## config.mk

```make
export PLATFORM = sky130hd
export DESIGN_NAME = lifegrid_seq
export DESIGN_NICKNAME = d
export VERILOG_FILES = /design/src/rtl/core/lifegrid_pkg.sv /design/src/rtl/core/lifegrid_seq.sv
export SDC_FILE = /design/constraint.sdc
export NUM_CORES = 1
export LEC_CHECK = 0
export ABC_AREA = 1
export BUFFER_PORTS_ARGS = -buffer_cell sky130_fd_sc_hd__buf_2
export CAP_MARGIN = 20
export CORE_AREA = 2 2 39 41
export CTS_CLUSTER_SIZE = 10
export DETAILED_ROUTE_END_ITERATION = 16
export DIE_AREA = 0 0 41 43
export PLACE_DENSITY = 0.56
export RECOVER_POWER = 25
export SLEW_MARGIN = 20
export SYNTH_ARGS = -nofsm -noshare
export SYNTH_HDL_FRONTEND = slang
export SYNTH_SLANG_ARGS = --single-unit
```

## constraint.sdc

```tcl
create_clock -name clock -period 2.45 [get_ports clock]
set_input_delay 0.49 -clock clock [delete_from_list [all_inputs] [get_ports clock]]
set_output_delay 0.49 -clock clock [all_outputs]
set_load 0.02 [all_outputs]
```

## src/rtl/core/lifegrid_pkg.sv

```systemverilog
// Package for the life grid block: word types, request and register codes,
// the sequencer's control word and its microcode table. No dependencies.
`default_nettype none

package lifegrid_pkg;

   // Default grid limits handed to the top-level parameters.
   localparam int MAX_WIDTH_DEF  = 64;
   localparam int MAX_HEIGHT_DEF = 64;

   // Reset value of both dimension registers.
   localparam logic [6:0] GRID_DIM_RESET = 7'd64;

   // Request kinds.
   localparam logic [1:0] REQ_WRITE   = 2'd0;
   localparam logic [1:0] REQ_READ    = 2'd1;
   localparam logic [1:0] REQ_ADVANCE = 2'd2;

   // Configuration register indexes.
   localparam logic CSR_GRID_WIDTH  = 1'b0;
   localparam logic CSR_GRID_HEIGHT = 1'b1;

   // Microprogram step addresses.
   localparam logic [2:0] STEP_CLEAR    = 3'd0;
   localparam logic [2:0] STEP_IDLE     = 3'd1;
   localparam logic [2:0] STEP_CELL     = 3'd2;
   localparam logic [2:0] STEP_ADV_LOAD = 3'd3;
   localparam logic [2:0] STEP_ADV_ROW  = 3'd4;
   localparam logic [2:0] STEP_RESP     = 3'd5;

   // Jump conditions: when the condition holds the sequencer goes to
   // jump_step (STEP_ADV_LOAD for an advance at dispatch), else next_step.
   localparam logic [1:0] COND_ALWAYS    = 2'd0;
   localparam logic [1:0] COND_DISPATCH  = 2'd1;
   localparam logic [1:0] COND_CLR_LAST  = 2'd2;
   localparam logic [1:0] COND_ROW_LAST  = 2'd3;

   typedef struct packed {
      logic [1:0] req_type;
      logic [5:0] cell_row;
      logic [5:0] cell_column;
      logic       write_value;
   } req_word_type;

   typedef struct packed {
      logic read_value;
      logic coordinate_error;
   } rsp_word_type;

   // One control word per microprogram step.
   typedef struct packed {
      logic [2:0] next_step;
      logic [2:0] jump_step;
      logic [1:0] cond;
      logic       busy;
      logic       rsp;
      logic       clr_wr;
      logic       cell_op;
      logic       adv_load;
      logic       adv_row;
      logic       latch_req;
   } ctl_word_type;

   // Datapath status seen by the jump logic.
   typedef struct packed {
      logic clear_last;
      logic row_last;
      logic adv_request;
   } seq_status_type;

   // The microprogram. Fields: next, jump, cond, busy, rsp, clr_wr,
   // cell_op, adv_load, adv_row, latch_req.
   function automatic ctl_word_type micro_rom(input logic [2:0] step);
      ctl_word_type w;
      w = '{STEP_IDLE, STEP_IDLE, COND_ALWAYS, 1'b1, 1'b0, 1'b0, 1'b0,
            1'b0, 1'b0, 1'b0};
      unique case (step)
         STEP_CLEAR: begin
            w = '{STEP_CLEAR, STEP_IDLE, COND_CLR_LAST, 1'b1, 1'b0, 1'b1,
                  1'b0, 1'b0, 1'b0, 1'b0};
         end
         STEP_IDLE: begin
            w = '{STEP_IDLE, STEP_CELL, COND_DISPATCH, 1'b0, 1'b0, 1'b0,
                  1'b0, 1'b0, 1'b0, 1'b1};
         end
         STEP_CELL: begin
            w = '{STEP_IDLE, STEP_IDLE, COND_ALWAYS, 1'b1, 1'b1, 1'b0,
                  1'b1, 1'b0, 1'b0, 1'b0};
         end
         STEP_ADV_LOAD: begin
            w = '{STEP_ADV_ROW, STEP_ADV_ROW, COND_ALWAYS, 1'b1, 1'b0, 1'b0,
                  1'b0, 1'b1, 1'b0, 1'b0};
         end
         STEP_ADV_ROW: begin
            w = '{STEP_ADV_ROW, STEP_RESP, COND_ROW_LAST, 1'b1, 1'b0, 1'b0,
                  1'b0, 1'b0, 1'b1, 1'b0};
         end
         STEP_RESP: begin
            w = '{STEP_IDLE, STEP_IDLE, COND_ALWAYS, 1'b1, 1'b1, 1'b0,
                  1'b0, 1'b0, 1'b0, 1'b0};
         end
         default: begin
            // Unused step addresses fall back to idle.
            w = '{STEP_IDLE, STEP_IDLE, COND_ALWAYS, 1'b1, 1'b0, 1'b0,
                  1'b0, 1'b0, 1'b0, 1'b0};
         end
      endcase
      return w;
   endfunction

endpackage

`default_nettype wire

```

## src/rtl/core/lifegrid_seq.sv

```systemverilog
// Microcoded sequencer: step counter, microcode table lookup and jump logic.
// Depends on lifegrid_pkg.
`default_nettype none

module lifegrid_seq (
   input  wire logic                       clock,
   input  wire logic                       reset,
   input  wire logic                       start,
   input  wire lifegrid_pkg::seq_status_type status,
   output lifegrid_pkg::ctl_word_type      ctl
);

   logic [2:0] step_ff;
   logic [2:0] step_in;

   assign ctl = lifegrid_pkg::micro_rom(step_ff);

   // Pick the next step from the control word's condition.
   always_comb begin
      step_in = ctl.next_step;
      unique case (ctl.cond)
         lifegrid_pkg::COND_ALWAYS: begin
            step_in = ctl.jump_step;
         end
         lifegrid_pkg::COND_DISPATCH: begin
            // An accepted request enters the cell routine or the advance routine.
            if (start) begin
               step_in = status.adv_request ? lifegrid_pkg::STEP_ADV_LOAD
                                            : ctl.jump_step;
            end
         end
         lifegrid_pkg::COND_CLR_LAST: begin
            if (status.clear_last) begin
               step_in = ctl.jump_step;
            end
         end
         lifegrid_pkg::COND_ROW_LAST: begin
            if (status.row_last) begin
               step_in = ctl.jump_step;
            end
         end
      endcase
   end

   // Reset starts the clearing pass.
   always_ff @(posedge clock) begin
      if (reset) begin
         step_ff <= lifegrid_pkg::STEP_CLEAR;
      end else begin
         step_ff <= step_in;
      end
   end

endmodule

`default_nettype wire

```

==> out/metrics.cfg <==
[grt]
antenna_found_initial = 0
grt-ovfl-total = 0
grt_use_total = 0.0862
first_global_vias = 268
grt_max_degree = 7
grt_pass1_wl_mm = 1.01

[power]
p_per_area_nw_per_um2 = 617
p_seq_frac = 0.255
p_sw_mw = 0.0850
p_comb_frac = 0.362
power.leakage_nw = 0.243
switching_share = 0.380
vdd.ir_drop.worst_mv = 0.167
p_int_mw = 0.139
power_frac_clock = 0.384
finalPower_mw = 0.224

[clock_tree]
root_buffer = clkbuf_4
clock_latency_ns = 0.23
tritoncts = built
clk_pin_slew_ns = 0.04
cts-resized-gates = 0
h-tree-depth = 1
numCtsBuffers = 3
cts_buffer_depth = 2
hold_buffers = 0
cts_num_sinks = 3
post_cts_buffers = 0

[finish]
most-common-layout-cells = buf_2, nand2_1, inv_1
largest-register = step_ff
syn_to_final_growth_pct = 42.2
fill_cells = 172
layout-drive-gt1-share = 0.452
final_common_cell = buf_2
top_regs = step_ff x3
nets = 69
largest_register_ffs = 3
fin_util = 0.262
diodes = 0

[yosys]
synthMuxAreaShare = 0
synth_xor_area_frac = 0
synth_top_area_frac = 0.235
syn-num-nets = 48
yosys_warnings = 0
synth_top_family_by_area = simple AND/OR/NAND/NOR gates
synthAdderAreaFrac = 0
synthCells = 42
ys_seq_elements = 3
ys_seq_area_frac = 0.235
synth_area_sq_um = 255
synth_cell_types = 16
synth.avg_cell_area_sq_um = 6.08
synthTopCellsByArea = dfxtp_1, nand2_1, inv_1
synth-compound-area-share = 0.0931
synth_top_area_cell = dfxtp_1
synth_simple_gate_area_frac = 0.422

[timing]
fin_skew_ns = 0.00150
tns_ns = 0
hold_violations = 0
fmax_mhz = 512
finalCriticalPeriod_ns = 1.95
grt_setup_unrepaired = no
fin_hold_ws_ns = 0.432
fin_crit_sh = 0.797
setup-violations-final = 0
finalMaxSlewViolations = 0

[detailed_routing]
routed_wl_microns = 617
drtIter0Drc = 0
drt-met1-wl_microns = 247
dr_wl_met2_microns = 307
dr_wl_met3_microns = 62
wl_per_cell_microns = 7.91
drcViolationCount = 0
top_layer_used = met3
vias = 304
final_antenna_net_count = 0
firstDrtPassIters = 1
vias_per_cell = 3.90

[worst_setup_path]
rr_startpoint = step_ff[0]
cp-start-kind = flop
cp-end-kind = output pin
ff2ff_path_depth = 5
path_class = reg -> out
cp_data_arrival_time_ns = 1.46
cp_max_fo = 5
reg2reg_to = step_ff[0]
cpMostUsedCell = nand2_1
required_ns = 1.96
slowest_delay_ns = 0.42
cp_cell_sequence = inv_2 > nor2_1 > nand2_1 > nand2_1 > buf_2
r2r_setup_slack_ns = 1.23
cpMaxStageDelayCell = dfxtp_1

[placement]
gp_congestion = 0.744
hpwl_microns = 515
io_buffer_count = 19

[die]
initial_core_util = 0.184
design.die.area_sq_um = 1760
ios = 21
core_area_sq_um = 1380
die_h_microns = 43
die_w_microns = 41
row_count = 14

[run_status]
status = finished, final reports clean

[min_path]
worstHoldStart = reset
whs_path_depth = 2
hold_class = in -> reg
holdPathEnd = step_ff[2]

[job]
maxCapViolCount = 0

## worst max-delay path, delay by kind of cell (launching register included)
family	cells	cell delay, ns
buffers and inverters	2	0.22
flip-flops	1	0.42
AND/OR/NAND/NOR	3	0.59
## power groups by stage
stage | registers [mW] | clock network [mW] | logic, mW
CTS | 0.0573 | 0.0893 | 0.0856
global placement | 0.0577 | 0 | 0.0856
floorplan | 0.0570 | 0 | 0.0626
global route | 0.0575 | 0.0961 | 0.0904
detailed placement | 0.0581 | 0 | 0.0852
finish | 0.0570 | 0.0859 | 0.0810
## logic make-up after synthesis
group | count (synthesis)
other | 1
buffers and inverters | 13
flip-flops | 3
AND/OR/NAND/NOR | 21
AO/OA/AOI/OAI | 4
## area by class of cell
type	count	area (sq um)	area share
Clock buffer	4	26.3	0.0724
Timing Repair Buffer	19	93.8	0.259
Sequential cell	3	60.1	0.166
Inverter	10	37.5	0.103
Multi-Input combinational cell	26	125	0.345
Tap cell	16	20.0	0.0552
## worst max path at each step
| stage | endpoint | slack, ns | depth (start not counted) | startpoint |
|---|---|---|---|---|
| final | ctl[11] | 0.50 | 5 | step_ff[0] |
| after global routing | ctl[11] | 0.37 | 5 | step_ff[0] |
| after CTS | ctl[11] | 0.71 | 5 | step_ff[0] |
| after detailed placement | ctl[11] | 0.96 | 5 | step_ff[0] |
| after global placement | ctl[11] | 0.99 | 5 | step_ff[0] |
| after floorplan | ctl[14] | 0.76 | 4 | step_ff[1] |
## per-stage QoR
stage / setup WS (ns) / cell area, sq um / std cells
after detailed placement: 0.962 / 348 / 74
final: 0.497 / 363 / 78
after CTS: 0.713 / 374 / 78
after floorplan: 0.761 / 255 / 42
after global placement: 0.987 / 348 / 74
after global routing: 0.365 / 363 / 78
## routing by layer
layer	up-vias	GRT usage
li1	160	-
met1	132	0.0958
met5	-	0
met2	12	0.125
met3	0	0.0209
met4	0	0.0800
## synth_stat cells
cell / number
buf_4: 3
a21oi_1: 1
inv_2: 2
nor2_4: 1
nand2_1: 9
nand3_2: 1
inv_1: 8
nand3_1: 3
a21oi_2: 1
nand2_2: 2
nor2_1: 2
nor2_2: 2
nor3_1: 1
o21ai_1: 2
dfxtp_1: 3
conb_1: 1
Power figures use the tool's default switching activity.
